$ cat config.mk
export PLATFORM = sky130hd
export DESIGN_NAME = stepper_gate_homing_positioner_top
export DESIGN_NICKNAME = d
export VERILOG_FILES = /design/src/rtl/core/sghp_pkg.sv /design/src/rtl/core/stepper_gate_homing_positioner_top.sv /design/src/rtl/core/sghp_slew.sv /design/src/rtl/core/sghp_ctrl.sv /design/src/rtl/core/sghp_step_scale.sv
export VERILOG_INCLUDE_DIRS = /design/src /design/src/rtl/core
export SDC_FILE = /design/constraint.sdc
export NUM_CORES = 2
export LEC_CHECK = 0
export ABC_AREA = 1
export BUFFER_PORTS_ARGS = -buffer_cell sky130_fd_sc_hd__buf_4
export CAP_MARGIN = 20
export CORE_MARGIN = 5
export CORE_UTILIZATION = 50
export CTS_BUF_LIST = sky130_fd_sc_hd__clkbuf_8 sky130_fd_sc_hd__clkbuf_16
export CTS_CLUSTER_SIZE = 8
export DETAILED_ROUTE_END_ITERATION = 8
export PLACE_DENSITY = 0.7
export REMOVE_ABC_BUFFERS = 1
export SLEW_MARGIN = 20
export SYNTH_ARGS = -nofsm -noshare
export SYNTH_HDL_FRONTEND = slang
export SYNTH_HIERARCHICAL = 1
export SYNTH_SLANG_ARGS = --single-unit
$ cat constraint.sdc
create_clock -name clk -period 5.4 [get_ports clk]
set_clock_uncertainty 0.05 [all_clocks]
set_input_delay 1.08 -clock clk [delete_from_list [all_inputs] [get_ports clk]]
set_output_delay 1.08 -clock clk [all_outputs]
set_load 0.01 [all_outputs]
$ cat src/rtl/core/stepper_gate_homing_positioner_top_defines.svh
// ---------------------------------------------------------------------------
// Stepper gate positioner assertion macros
// Shared assertion templates for the gate positioner RTL.
// ---------------------------------------------------------------------------
`ifndef STEPPER_GATE_HOMING_POSITIONER_TOP_DEFINES_SVH
`define STEPPER_GATE_HOMING_POSITIONER_TOP_DEFINES_SVH

// Same-cycle implication, checked on every rising edge outside reset.
`define SGHP_ASSERT_IMP(lbl, ante, cons, msg) \
  lbl: assert property (@(posedge clk) disable iff (!rst_n) (ante) |-> (cons)) \
    else $error(msg);

// Next-cycle implication, checked on every rising edge outside reset.
`define SGHP_ASSERT_NXT(lbl, ante, cons, msg) \
  lbl: assert property (@(posedge clk) disable iff (!rst_n) (ante) |=> (cons)) \
    else $error(msg);

`endif

$ cat src/rtl/core/sghp_pkg.sv
// ---------------------------------------------------------------------------
// Gate positioner package
// Widths, codes, constants and payload types shared by the positioner RTL.
// ---------------------------------------------------------------------------
package sghp_pkg;

  localparam int PosW   = 14;
  localparam int MsW    = 16;
  localparam int RateW  = 14;
  localparam int SppW   = 8;
  localparam int HlimW  = 16;
  localparam int MinW   = 7;
  localparam int StepW  = 15;
  localparam int StatW  = 3;
  localparam int ProdW  = RateW + MsW;   // rate times elapsed time
  localparam int CntW   = PosW + SppW;   // magnitude times steps per percent

  localparam logic [PosW-1:0]  FULL_SCALE = 14'd10000;
  localparam logic [StepW-1:0] STEP_SAT   = 15'd32767;
  localparam logic [ProdW-1:0] SLEW_SAT   = 30'd10000000;

  // floor(x / 125) = (x * RECIP_125) >> 28 for x below 2**21.
  localparam logic [21:0] RECIP_125 = 22'd2147484;
  // floor(y / 25) = (y * RECIP_25) >> 25 for y below 2**20.
  localparam logic [20:0] RECIP_25  = 21'd1342178;

  localparam logic CMD_SERVICE = 1'b0;
  localparam logic CMD_HOMING  = 1'b1;

  localparam logic [StatW-1:0] ST_NO_MOVE        = 3'd0;
  localparam logic [StatW-1:0] ST_MOVING         = 3'd1;
  localparam logic [StatW-1:0] ST_OPEN_REFUSED   = 3'd2;
  localparam logic [StatW-1:0] ST_CLOSED_REFUSED = 3'd3;
  localparam logic [StatW-1:0] ST_HOMING         = 3'd4;
  localparam logic [StatW-1:0] ST_HOMED          = 3'd5;
  localparam logic [StatW-1:0] ST_JAMMED         = 3'd6;
  localparam logic [StatW-1:0] ST_NOT_READY      = 3'd7;

  localparam logic [1:0] CFG_RATE_LIMIT   = 2'd0;
  localparam logic [1:0] CFG_STEPS_PER_PC = 2'd1;
  localparam logic [1:0] CFG_HOMING_LIMIT = 2'd2;
  localparam logic [1:0] CFG_MIN_MOVE     = 2'd3;

  typedef struct packed {
    logic            cmd;
    logic [PosW-1:0] target;
    logic [MsW-1:0]  elapsed;
    logic            closed_hit;
    logic            open_hit;
  } in_item_t;

  typedef struct packed {
    logic            cmd;
    logic [PosW-1:0] target;
    logic [PosW-1:0] slew_cap;
    logic            closed_hit;
    logic            open_hit;
  } slew_item_t;

  typedef struct packed {
    logic [PosW-1:0]  mag;
    logic [StatW-1:0] status;
    logic             dir_open;
    logic [PosW-1:0]  position;
    logic             homed;
    logic             jammed;
  } move_t;

  typedef struct packed {
    logic [StepW-1:0] step_count;
    logic             dir_open;
    logic [StatW-1:0] status;
    logic [PosW-1:0]  position;
    logic             homed;
    logic             jammed;
  } result_t;

endpackage

$ cat src/rtl/core/stepper_gate_homing_positioner_top.sv
// ---------------------------------------------------------------------------
// Stepper gate homing positioner
// Homing and slew-rate-limited positioning of a stepper-driven gate.
// ---------------------------------------------------------------------------
// The block takes one transaction per clock while the output side is not
// stalled and returns exactly one result transaction for each, in order,
// through a six-register pipeline: input register, rate-times-time product,
// division by 1000 with clamp, the control stage that owns position, homing
// and jam state, step-count product, and division by 100 into the output
// register. Only the control stage reads and writes state, and it finishes
// one item per cycle, so throughput is one item per clock while the output
// is not stalled. Empty stages keep filling while the output is stalled,
// so up to six transactions may be in flight. Configuration is written
// through the cfg port, which is always ready, and must only be written
// while no transaction is in flight. There is no clearing pass after reset.
module stepper_gate_homing_positioner_top
  import sghp_pkg::*;
(
  input  logic        clk,
  input  logic        rst_n,
  // Input stream.
  input  logic        in_tvalid,
  output logic        in_tready,
  // [13:0] target_pos, [29:14] elapsed_ms, [30] closed_switch_hit,
  // [31] open_switch_hit.
  input  logic [31:0] in_tdata,
  // [0] command.
  input  logic [0:0]  in_tuser,
  // Result stream.
  output logic        out_tvalid,
  input  logic        out_tready,
  // [14:0] step_count, [15] direction_open, [29:16] position, [30] homed,
  // [31] jammed.
  output logic [31:0] out_tdata,
  // [2:0] status.
  output logic [2:0]  out_tuser,
  // Configuration write channel.
  input  logic        cfg_valid,
  output logic        cfg_ready,
  input  logic [1:0]  cfg_index,
  input  logic [15:0] cfg_data
);

`include "stepper_gate_homing_positioner_top_defines.svh"

  // Configuration registers.
  logic [RateW-1:0] rate_limit_r;
  logic [SppW-1:0]  steps_per_pc_r;
  logic [HlimW-1:0] homing_step_limit_r;
  logic [MinW-1:0]  min_move_r;

  // Stage valid bits; stage 5 is the output register.
  logic v0_r, v1_r, v2_r, v3_r, v4_r, v5_r;
  logic en0, en1, en2, en3, en4, en5;

  in_item_t   in_item;
  in_item_t   s0_r;
  slew_item_t slew_item;
  move_t      move_item;
  result_t    result;

  assign cfg_ready = 1'b1;

  always_ff @(posedge clk) begin
    if (!rst_n) begin
      rate_limit_r        <= 14'd400;
      steps_per_pc_r      <= 8'd18;
      homing_step_limit_r <= 16'd4000;
      min_move_r          <= 7'd1;
    end else if (cfg_valid && cfg_ready) begin
      unique case (cfg_index)
        CFG_RATE_LIMIT:   rate_limit_r        <= cfg_data[RateW-1:0];
        CFG_STEPS_PER_PC: steps_per_pc_r      <= cfg_data[SppW-1:0];
        CFG_HOMING_LIMIT: homing_step_limit_r <= cfg_data[HlimW-1:0];
        CFG_MIN_MOVE:     min_move_r          <= cfg_data[MinW-1:0];
      endcase
    end
  end

  // A stage loads when it is empty or its contents move on this cycle, so
  // bubbles are squeezed out even while the output is stalled.
  assign en5 = !v5_r || out_tready;
  assign en4 = !v4_r || en5;
  assign en3 = !v3_r || en4;
  assign en2 = !v2_r || en3;
  assign en1 = !v1_r || en2;
  assign en0 = !v0_r || en1;

  assign in_tready = en0;

  always_ff @(posedge clk) begin
    if (!rst_n) begin
      v0_r <= 1'b0;
      v1_r <= 1'b0;
      v2_r <= 1'b0;
      v3_r <= 1'b0;
      v4_r <= 1'b0;
      v5_r <= 1'b0;
    end else begin
      if (en0) v0_r <= in_tvalid;
      if (en1) v1_r <= v0_r;
      if (en2) v2_r <= v1_r;
      if (en3) v3_r <= v2_r;
      if (en4) v4_r <= v3_r;
      if (en5) v5_r <= v4_r;
    end
  end

  assign in_item.cmd        = in_tuser[0];
  assign in_item.target     = in_tdata[13:0];
  assign in_item.elapsed    = in_tdata[29:14];
  assign in_item.closed_hit = in_tdata[30];
  assign in_item.open_hit   = in_tdata[31];

  always_ff @(posedge clk) begin
    if (en0) begin
      s0_r <= in_item;
    end
  end

  sghp_slew u_slew (
    .clk        (clk),
    .en1        (en1),
    .en2        (en2),
    .item_i     (s0_r),
    .rate_limit (rate_limit_r),
    .item_o     (slew_item)
  );

  // State advances only when a valid item leaves the slew stages.
  sghp_ctrl u_ctrl (
    .clk               (clk),
    .rst_n             (rst_n),
    .en3               (en3),
    .item_vld          (v2_r),
    .item_i            (slew_item),
    .homing_step_limit (homing_step_limit_r),
    .min_move          (min_move_r),
    .move_o            (move_item)
  );

  sghp_step_scale u_step_scale (
    .clk          (clk),
    .en4          (en4),
    .en5          (en5),
    .move_i       (move_item),
    .steps_per_pc (steps_per_pc_r),
    .result_o     (result)
  );

  assign out_tvalid = v5_r;
  assign out_tdata  = {result.jammed, result.homed, result.position,
                       result.dir_open, result.step_count};
  assign out_tuser  = result.status;

  // The tracked position never leaves the travel range.
  `SGHP_ASSERT_IMP(a_pos_range, out_tvalid, out_tdata[29:16] <= FULL_SCALE,
                   "position beyond full scale")

  // Homing succeeds or jams, never both.
  `SGHP_ASSERT_IMP(a_homed_xor_jam, out_tvalid, !(out_tdata[30] && out_tdata[31]),
                   "homed and jammed both set")

  // Only moving and homing results carry steps or a direction.
  `SGHP_ASSERT_IMP(a_idle_zero,
                   out_tvalid && out_tuser != ST_MOVING && out_tuser != ST_HOMING,
                   out_tdata[15:0] == 16'd0,
                   "idle result carries steps")

  // A homing step is exactly one step toward closed, before homing or jam.
  `SGHP_ASSERT_IMP(a_homing_step, out_tvalid && out_tuser == ST_HOMING,
                   out_tdata[15:0] == 16'd1 && !out_tdata[30] && !out_tdata[31],
                   "malformed homing step")

  // An item leaving the control stage is never dropped.
  `SGHP_ASSERT_NXT(a_ctrl_handoff, v2_r && en3, v3_r, "item lost after control stage")

endmodule

$ cat src/rtl/core/sghp_slew.sv
// ---------------------------------------------------------------------------
// Gate positioner slew limit stages
// Two stages: rate times elapsed time, then division by 1000 with clamp.
// ---------------------------------------------------------------------------
module sghp_slew
  import sghp_pkg::*;
(
  input  logic             clk,
  input  logic             en1,
  input  logic             en2,
  input  in_item_t         item_i,
  input  logic [RateW-1:0] rate_limit,
  output slew_item_t       item_o
);

  typedef struct packed {
    logic             cmd;
    logic [PosW-1:0]  target;
    logic [ProdW-1:0] prod;
    logic             closed_hit;
    logic             open_hit;
  } prod_item_t;

  prod_item_t s1_r;
  slew_item_t s2_r;
  logic [PosW-1:0] target_clamped;
  logic [20:0]     div8;
  logic [42:0]     quot_prod;
  logic [PosW-1:0] quot;

  assign target_clamped = (item_i.target > FULL_SCALE) ? FULL_SCALE : item_i.target;

  always_ff @(posedge clk) begin
    if (en1) begin
      s1_r.cmd        <= item_i.cmd;
      s1_r.target     <= target_clamped;
      s1_r.prod       <= ProdW'(rate_limit) * ProdW'(item_i.elapsed);
      s1_r.closed_hit <= item_i.closed_hit;
      s1_r.open_hit   <= item_i.open_hit;
    end
  end

  // Below the clamp the product fits 24 bits: divide by 8, then by 125.
  assign div8      = s1_r.prod[23:3];
  assign quot_prod = 43'(div8) * 43'(RECIP_125);
  assign quot      = quot_prod[41:28];

  always_ff @(posedge clk) begin
    if (en2) begin
      s2_r.cmd        <= s1_r.cmd;
      s2_r.target     <= s1_r.target;
      s2_r.slew_cap   <= (s1_r.prod >= SLEW_SAT) ? FULL_SCALE : quot;
      s2_r.closed_hit <= s1_r.closed_hit;
      s2_r.open_hit   <= s1_r.open_hit;
    end
  end

  assign item_o = s2_r;

endmodule

$ cat src/rtl/core/sghp_ctrl.sv
// ---------------------------------------------------------------------------
// Gate positioner control stage
// Holds position, homing and jam state and decides each item's move.
// ---------------------------------------------------------------------------
module sghp_ctrl
  import sghp_pkg::*;
(
  input  logic             clk,
  input  logic             rst_n,
  input  logic             en3,
  input  logic             item_vld,
  input  slew_item_t       item_i,
  input  logic [HlimW-1:0] homing_step_limit,
  input  logic [MinW-1:0]  min_move,
  output move_t            move_o
);

  logic [PosW-1:0]  pos_r, pos_nxt;
  logic             homed_r, homed_nxt;
  logic             jam_r, jam_nxt;
  logic [HlimW-1:0] hcnt_r, hcnt_nxt;
  move_t            move_r, move_nxt;

  logic             opening;
  logic [PosW-1:0]  diff;
  logic [PosW-1:0]  mag;
  logic [StatW-1:0] status;
  logic             upd;

  assign upd     = en3 & item_vld;
  assign opening = item_i.target > pos_r;
  assign diff    = opening ? (item_i.target - pos_r) : (pos_r - item_i.target);
  assign mag     = (diff > item_i.slew_cap) ? item_i.slew_cap : diff;

  always_comb begin
    pos_nxt   = pos_r;
    homed_nxt = homed_r;
    jam_nxt   = jam_r;
    hcnt_nxt  = hcnt_r;
    if (item_i.cmd == CMD_HOMING) begin
      priority if (jam_r) begin
        status = ST_JAMMED;
      end else if (homed_r) begin
        status = ST_HOMED;
      end else if (hcnt_r >= homing_step_limit) begin
        jam_nxt = 1'b1;
        status  = ST_JAMMED;
      end else if (item_i.closed_hit) begin
        pos_nxt   = '0;
        homed_nxt = 1'b1;
        status    = ST_HOMED;
      end else begin
        hcnt_nxt = hcnt_r + 1'b1;
        status   = ST_HOMING;
      end
    end else begin
      priority if (!homed_r || jam_r) begin
        status = ST_NOT_READY;
      end else if (mag == '0 || mag < PosW'(min_move)) begin
        status = ST_NO_MOVE;
      end else if (opening && item_i.open_hit) begin
        status = ST_OPEN_REFUSED;
      end else if (!opening && item_i.closed_hit) begin
        status = ST_CLOSED_REFUSED;
      end else begin
        status  = ST_MOVING;
        pos_nxt = opening ? (pos_r + mag) : (pos_r - mag);
      end
    end
  end

  always_comb begin
    move_nxt.mag      = mag;
    move_nxt.status   = status;
    move_nxt.dir_open = opening & (status == ST_MOVING);
    move_nxt.position = pos_nxt;
    move_nxt.homed    = homed_nxt;
    move_nxt.jammed   = jam_nxt;
  end

  always_ff @(posedge clk) begin
    if (!rst_n) begin
      pos_r   <= '0;
      homed_r <= 1'b0;
      jam_r   <= 1'b0;
      hcnt_r  <= '0;
    end else if (upd) begin
      pos_r   <= pos_nxt;
      homed_r <= homed_nxt;
      jam_r   <= jam_nxt;
      hcnt_r  <= hcnt_nxt;
    end
  end

  always_ff @(posedge clk) begin
    if (en3) begin
      move_r <= move_nxt;
    end
  end

  assign move_o = move_r;

endmodule

$ cat src/rtl/core/sghp_step_scale.sv
// ---------------------------------------------------------------------------
// Gate positioner step scaling stages
// Magnitude times steps per percent, then division by 100 with saturation.
// ---------------------------------------------------------------------------
module sghp_step_scale
  import sghp_pkg::*;
(
  input  logic            clk,
  input  logic            en4,
  input  logic            en5,
  input  move_t           move_i,
  input  logic [SppW-1:0] steps_per_pc,
  output result_t         result_o
);

  typedef struct packed {
    logic [CntW-1:0]  cnt;
    logic [StatW-1:0] status;
    logic             dir_open;
    logic [PosW-1:0]  position;
    logic             homed;
    logic             jammed;
  } cnt_item_t;

  cnt_item_t s4_r;
  result_t   res_r;
  logic [19:0]      div4;
  logic [40:0]      quot_prod;
  logic [15:0]      quot;
  logic [StepW-1:0] steps_sat;
  logic [StepW-1:0] step_count;

  always_ff @(posedge clk) begin
    if (en4) begin
      s4_r.cnt      <= CntW'(move_i.mag) * CntW'(steps_per_pc);
      s4_r.status   <= move_i.status;
      s4_r.dir_open <= move_i.dir_open;
      s4_r.position <= move_i.position;
      s4_r.homed    <= move_i.homed;
      s4_r.jammed   <= move_i.jammed;
    end
  end

  // Divide by 4, then by 25.
  assign div4      = s4_r.cnt[21:2];
  assign quot_prod = 41'(div4) * 41'(RECIP_25);
  assign quot      = quot_prod[40:25];
  assign steps_sat = (quot > 16'(STEP_SAT)) ? STEP_SAT : quot[StepW-1:0];

  always_comb begin
    if (s4_r.status == ST_MOVING) begin
      step_count = steps_sat;
    end else if (s4_r.status == ST_HOMING) begin
      step_count = StepW'(1);
    end else begin
      step_count = '0;
    end
  end

  always_ff @(posedge clk) begin
    if (en5) begin
      res_r.step_count <= step_count;
      res_r.dir_open   <= s4_r.dir_open;
      res_r.status     <= s4_r.status;
      res_r.position   <= s4_r.position;
      res_r.homed      <= s4_r.homed;
      res_r.jammed     <= s4_r.jammed;
    end
  end

  assign result_o = res_r;

endmodule

## After elaboration in Yosys (flattened, before gate mapping)

Index checks and enable logic that the tools add are counted.

- Add/subtract/negate cells: 5
- Multipliers: 4
- Order comparisons: 7
- Eq/ne operators: 6
- Mux-type cells: 33
- Bitwise logic cells: 6
- Reduce and logical (&&, ||, !) cells: 25

Operators with widths:

| operator | number |
|---|---|
| 2-to-1 mux 14 bit | 12 |
| subtractor 14 bit | 3 |
| multiplier 20 x 20 -> 40 bit, second input constant | 1 |
| multiplier 21 x 20 -> 40 bit, second input constant | 1 |
| greater-or-equal comparator 30 x 24 -> 1 bit, second input constant | 1 |
| multiplier 14 x 16 -> 30 bit | 1 |
| 2-to-1 mux 15 bit | 2 |
| greater-than comparator 14 bit | 2 |
| multiplier 14 x 8 -> 22 bit | 1 |
| 2-to-1 mux 3 bit | 7 |
| adder 16 x 1 -> 16 bit, second input constant | 1 |
| greater-or-equal comparator 16 bit | 1 |
| greater-than comparator 16 x 15 -> 1 bit, second input constant | 1 |
| adder 14 bit | 1 |
| greater-than comparator 14 bit, second input constant | 1 |
| logical NOT 14 bit | 1 |
| less-than comparator 14 x 7 -> 1 bit | 1 |
| 2-to-1 mux 1 bit | 11 |
| logical NOT 1 bit | 8 |
| logical OR 1 bit | 8 |
| AND reduction 2 bit | 4 |
| equality test 3 x 1 -> 1 bit, second input constant | 2 |
| AND reduction 6 bit | 1 |
| equality test 2 bit, second input constant | 2 |
| 7 further kinds | 12 |

- Flip-flop bits (word level): 305
- Output and inout port bits: 38

## Logic depth before layout (Yosys ltp)

- Depth in word-level cells: 11
- Depth in mapped cells: 51

## Cells and area by module

The synthesis kept the hierarchy.

By module, submodules not included:

| module | instances | cells an instance | area an instance (µm²) | sequential area each (µm²) |
|---|---|---|---|---|
| sghp_slew | 1 | 2211 | 17499.3 | 2342.2 |
| sghp_step_scale | 1 | 1642 | 14452.6 | 2252.2 |
| sghp_ctrl | 1 | 1093 | 7228.2 | 1661.6 |
| stepper_gate_homing_positioner_top | 1 | 262 | 2819.0 | 2011.9 |

## Worst setup path after synthesis

OpenSTA, ideal clock, no wires.

- Kind: reg-to-reg
- From: register u_slew.s2_r (netlist bit u_slew/item_o[16])
- To: register u_ctrl.move_r (netlist bit u_ctrl/move_o[15]), data pin
- Library setup time: 0.253 ns
- Arrival: 5.436 ns
- Data required time: 5.097 ns
- Path slack: -0.339 ns
- Cell stages (with the launch flop): 46
- Path buffers: 2
- Clock period less this slack: 5.739 ns
- Path through: edfxtp_1 inv_1 ha_1 fa_1 inv_1 nand2_2 nand3_4 nand2_4 a21oi_2 buf_6 nand2_2 nand2_2 inv_1 ha_1 nand2_1 nor2_1 inv_1 nor2_1 [... 10 more ...] nor2_2 nand2_1 nor2_4 a31oi_1 xor2_1 inv_1 ha_1 nand2_1 inv_1 a221oi_1 o31ai_1 a21oi_1 xnor2_1 nand3_1 nand2_1 nand2_1 nand2_1 nand2_1

RTL lines:

| item | line | text |
|---|---|---|
| start, declared | sghp_slew.sv:25 | `slew_item_t s2_r;` |
| end signal, assigned | sghp_ctrl.sv:97 | `move_r <= move_nxt;` |
| end, declared | sghp_ctrl.sv:22 | `move_t move_r, move_nxt;` |

## Worst setup path in the final report

- From: register u_step_scale.s4_r (netlist bit u_step_scale/div4[8])
- To: register u_step_scale.res_r (netlist bit u_step_scale/result_o[31]), data pin

- Cells in the longest elaborated chain, start to end: 4

RTL lines:

| item | line | text |
|---|---|---|
| start, declared | sghp_step_scale.sv:25 | `cnt_item_t s4_r;` |
| multiplier 20 x 20 -> 40 bit (*) | sghp_step_scale.sv:46 | `assign quot_prod = 41'(div4) * 41'(RECIP_25);` |
| greater-than comparator 16 x 15 -> 1 bit | sghp_step_scale.sv:48 | `assign steps_sat = (quot > 16'(STEP_SAT)) ? STEP_SAT : quot[StepW-1:0];` |
| 2-to-1 mux 15 bit (*) | sghp_step_scale.sv:48 |  |
| 2-to-1 mux 15 bit (*) | sghp_step_scale.sv:51 | `if (s4_r.status == ST_MOVING) begin` |
| end, declared | sghp_step_scale.sv:26 | `result_t res_r;` |

Every way passes the cells marked *; elsewhere a longest branch is shown, timed or not.
A chain may end at the register's enable or synchronous reset.

==> metrics <==
status finished, violations left; violated checks negative setup slack; Yosys warnings 6; post-synth top area share a little under a quarter; synthesized netlist cell count about 5200; final setup TNS -9190 ps; kind of critical path reg2reg; layout cell share with drive strength beyond 1 approximately 26%; first-pass GRT wire length around 190 mm; Detail Route Antenna Nets 0; CTS tree yes; die area around 0.09 mm²; Seq/Total Area, Yosys 19.7%; synth top area cells fa_1 23%, ha_1 18%, edfxtp_1 16%; cell mode on critical path fa_1; diodes inserted 0; synthesized area per cell around 8.1 µm²; drc violations 0; WHS about 360 ps; Worst Reg-to-Reg Cells 22; All-Layer GR Usage ~26%; total CTS buffers 46; WP data required approximately 5700 ps; port bufs 92; Remaining Overflow, GRT 0; Mapped Area around 0.042 mm²; Worst-Margin Slew around 1100 ps; final worst setup slack -453 ps; worst r2r dst u_step_scale/result_o[31]; Routability Congestion 0.977; DR iter-0 viols 2523; fin crit period a little under 6000 ps; Crit path arrival time around 6100 ps; worst-path maximum fanout 4; number of flops mapped to enable cells by yosys 220; area of the core between 0.08 and 0.09 mm²; DRT Pass-1 Iters 6; final wirelength ~120 mm; via count ~36000; cell family with most CP delay adder cells; startpoint types register; vias in the first global route roughly 37000; CTS clk-pin slew, worst paths ~60 ps; Die Wd roughly 300 µm; endpoints failing setup between 40 and 50; Worst Path Buf+Inv 5; synthesis-stage register bit count roughly 300; DPL Wire Length 95.4 mm; Bufs on Longest Clock Path 3; CP cell instances buf_6, buf_4, fa_1, ha_1, inv_1, fa_1, inv_1, fa_1, fa_1, fa_1, ha_1, ha_4, nand2_2, o21ai_1, a21oi_4, nand2_1, nand2_1, nand3b_1, nand2_4, buf_6, nor2_2, nor2_1; CP Capture Type register; Chip Height around 300 µm; hold path cells 0; slowest CP cell fa_1; unrepaired setup endpoints after global routing true; Num Clock Sinks between 300 and 400; worst min path class reg2reg; Reg-to-Reg Start u_step_scale/div4[8]; Starting Density 50.3%; clk_lat worst skew slightly below 600 ps; Most used DFF post-synth edfxtp_1; Slew headroom about a quarter; fmax between 0.15 and 0.2 GHz; max_cap viols 0; Synth area leader fa_1; R2R Setup Slk -450 ps; initial antenna violation count 0; Root Driver clkbuf_16; ys async rst share 0%; Top-Level Pins 94; Final Slew Violations 0; Final period util 108%; CP peak stage delay 560 ps; via density per instance a little over 5; worst slack, placed -630 ps; Hold Vio Cnt, Final 0; Avg WL per Cell about 17 µm; Hold Path Sink u_slew/item_o[22]; largest net degree at the start of global routing 51; Hold Path Origin u_slew/s1_r[38]; final-stage net count 7048; CTS H-tree lvls 2; Area growth syn-to-layout 26.4%; Netlist cell types 56; Row Count between 100 and 150
## worst max path at each step
stage,slack [ps],endpoint,depth (start not counted),from
floorplan,-530,u_ctrl/move_o[15],43,u_slew/item_o[16]
global placement,-540,u_step_scale/result_o[33],24,u_step_scale/div4[8]
detailed placement,-630,u_ctrl/move_o[15],41,u_slew/item_o[16]
CTS,-360,u_step_scale/result_o[22],24,u_step_scale/div4[8]
global route,-680,u_ctrl/pos_r[13],43,u_slew/item_o[17]
finish,-450,u_step_scale/result_o[31],22,u_step_scale/div4[8]
## sequential cells by signal, indices dropped and copies added, names as in the netlist, 7 cells and up
name / cells
u_step_scale/result_o: 35
u_ctrl/move_o: 34
u_step_scale/s4_r: 20
u_slew/item_o: 31
u_slew/div8: 21
rate_limit_r: 14
min_move_r: 7
u_ctrl/hcnt_r: 16
u_ctrl/pos_r: 14
homing_step_limit_r: 16
steps_per_pc_r: 8
u_slew/s1_r: 26
u_step_scale/div4: 20
s0_r: 33
## per-layer routing
metal	wire [µm]	share of wire [%]	GRT usage, %	vias up
met3	6770	5.6	2.84	247
met4	4220	3.5	7.75	0
met5	0	0	0	-
met1	50400	42	34.2	17400
li1	-	-	-	17300
met2	59500	49	45.4	1152
## cells in the final DEF, fill, tap and decap left out, types with 68 or more instances in the layout
| cell | Yosys | routed |
|---|---|---|
| a21oi_1 | 203 | 140 |
| buf_4 | 4 | 677 |
| dfxtp_1 | 83 | 68 |
| edfxtp_1 | 220 | 220 |
| fa_1 | 475 | 447 |
| ha_1 | 618 | 525 |
| ha_4 | 0 | 87 |
| inv_1 | 1356 | 1283 |
| inv_2 | 10 | 100 |
| nand2_1 | 1185 | 1054 |
| nand2_2 | 55 | 141 |
| nand3_1 | 180 | 143 |
| nor2_1 | 290 | 225 |
| o21ai_0 | 92 | 73 |
## cells in the mapped netlist, types with 70 or more instances
master and instances:
o21ai_0 92, nand2_1 1185, inv_1 1356, ha_1 618
edfxtp_1 220, dfxtp_1 83, clkbuf_1 70, fa_1 475
a21oi_1 203, nor2_1 290, nand3_1 180
## what timing repair did
action                                  CTS  global route
hold buffers                              0             0
buffers inserted                         81            45
endpoints found under the setup margin   75            81
pin swaps                               213           283
cloned                                    2             0
gates resized for setup                 352           429
## worst reg2reg max path: cells and delay by family, from the launching register on
| kind | cells | cell delay, ps |
|---|---|---|
| compound gates | 2 | 370 |
| simple gates | 7 | 630 |
| flops | 1 | 530 |
| buf+inv | 5 | 620 |
| fa+ha+maj | 8 | 3420 |
## per-stage QoR
stage | util (%) | area, µm² | std cells
detailed placement | 57.0 | 47600 | 6812
global placement | 57.0 | 47600 | 6812
floorplan | - | 41500 | 5111
finish | 63.6 | 53100 | 7011
CTS | 61.2 | 51100 | 6972
global route | 63.6 | 53100 | 7011
## cell families after synthesis
family | Yosys count | share of synthesized area [%]
fa+ha+maj | 1093 | 41.1
other cells | 1 | 0.00893
flops | 303 | 19.7
buf+inv | 1466 | 13.4
xor+xnor | 74 | 1.54
compound gates | 371 | 4.88
simple gates | 1900 | 19.4
## area by class of cell
class | count | area [µm²]
Tap cell | 1080 | 1350
Clock inverter | 31 | 171
Multi-Input combinational cell | 3439 | 31100
Timing Repair Buffer | 739 | 5820
Timing Repair inverter | 1 | 8.76
Inverter | 1369 | 5170
Clock buffer | 49 | 1200
Sequential cell | 303 | 8290
Fill cell | 6737 | 30400
Power is left out: the tool's default activity adds up to more than one toggle a clock period on the data nets, which glitch-free logic cannot reach.
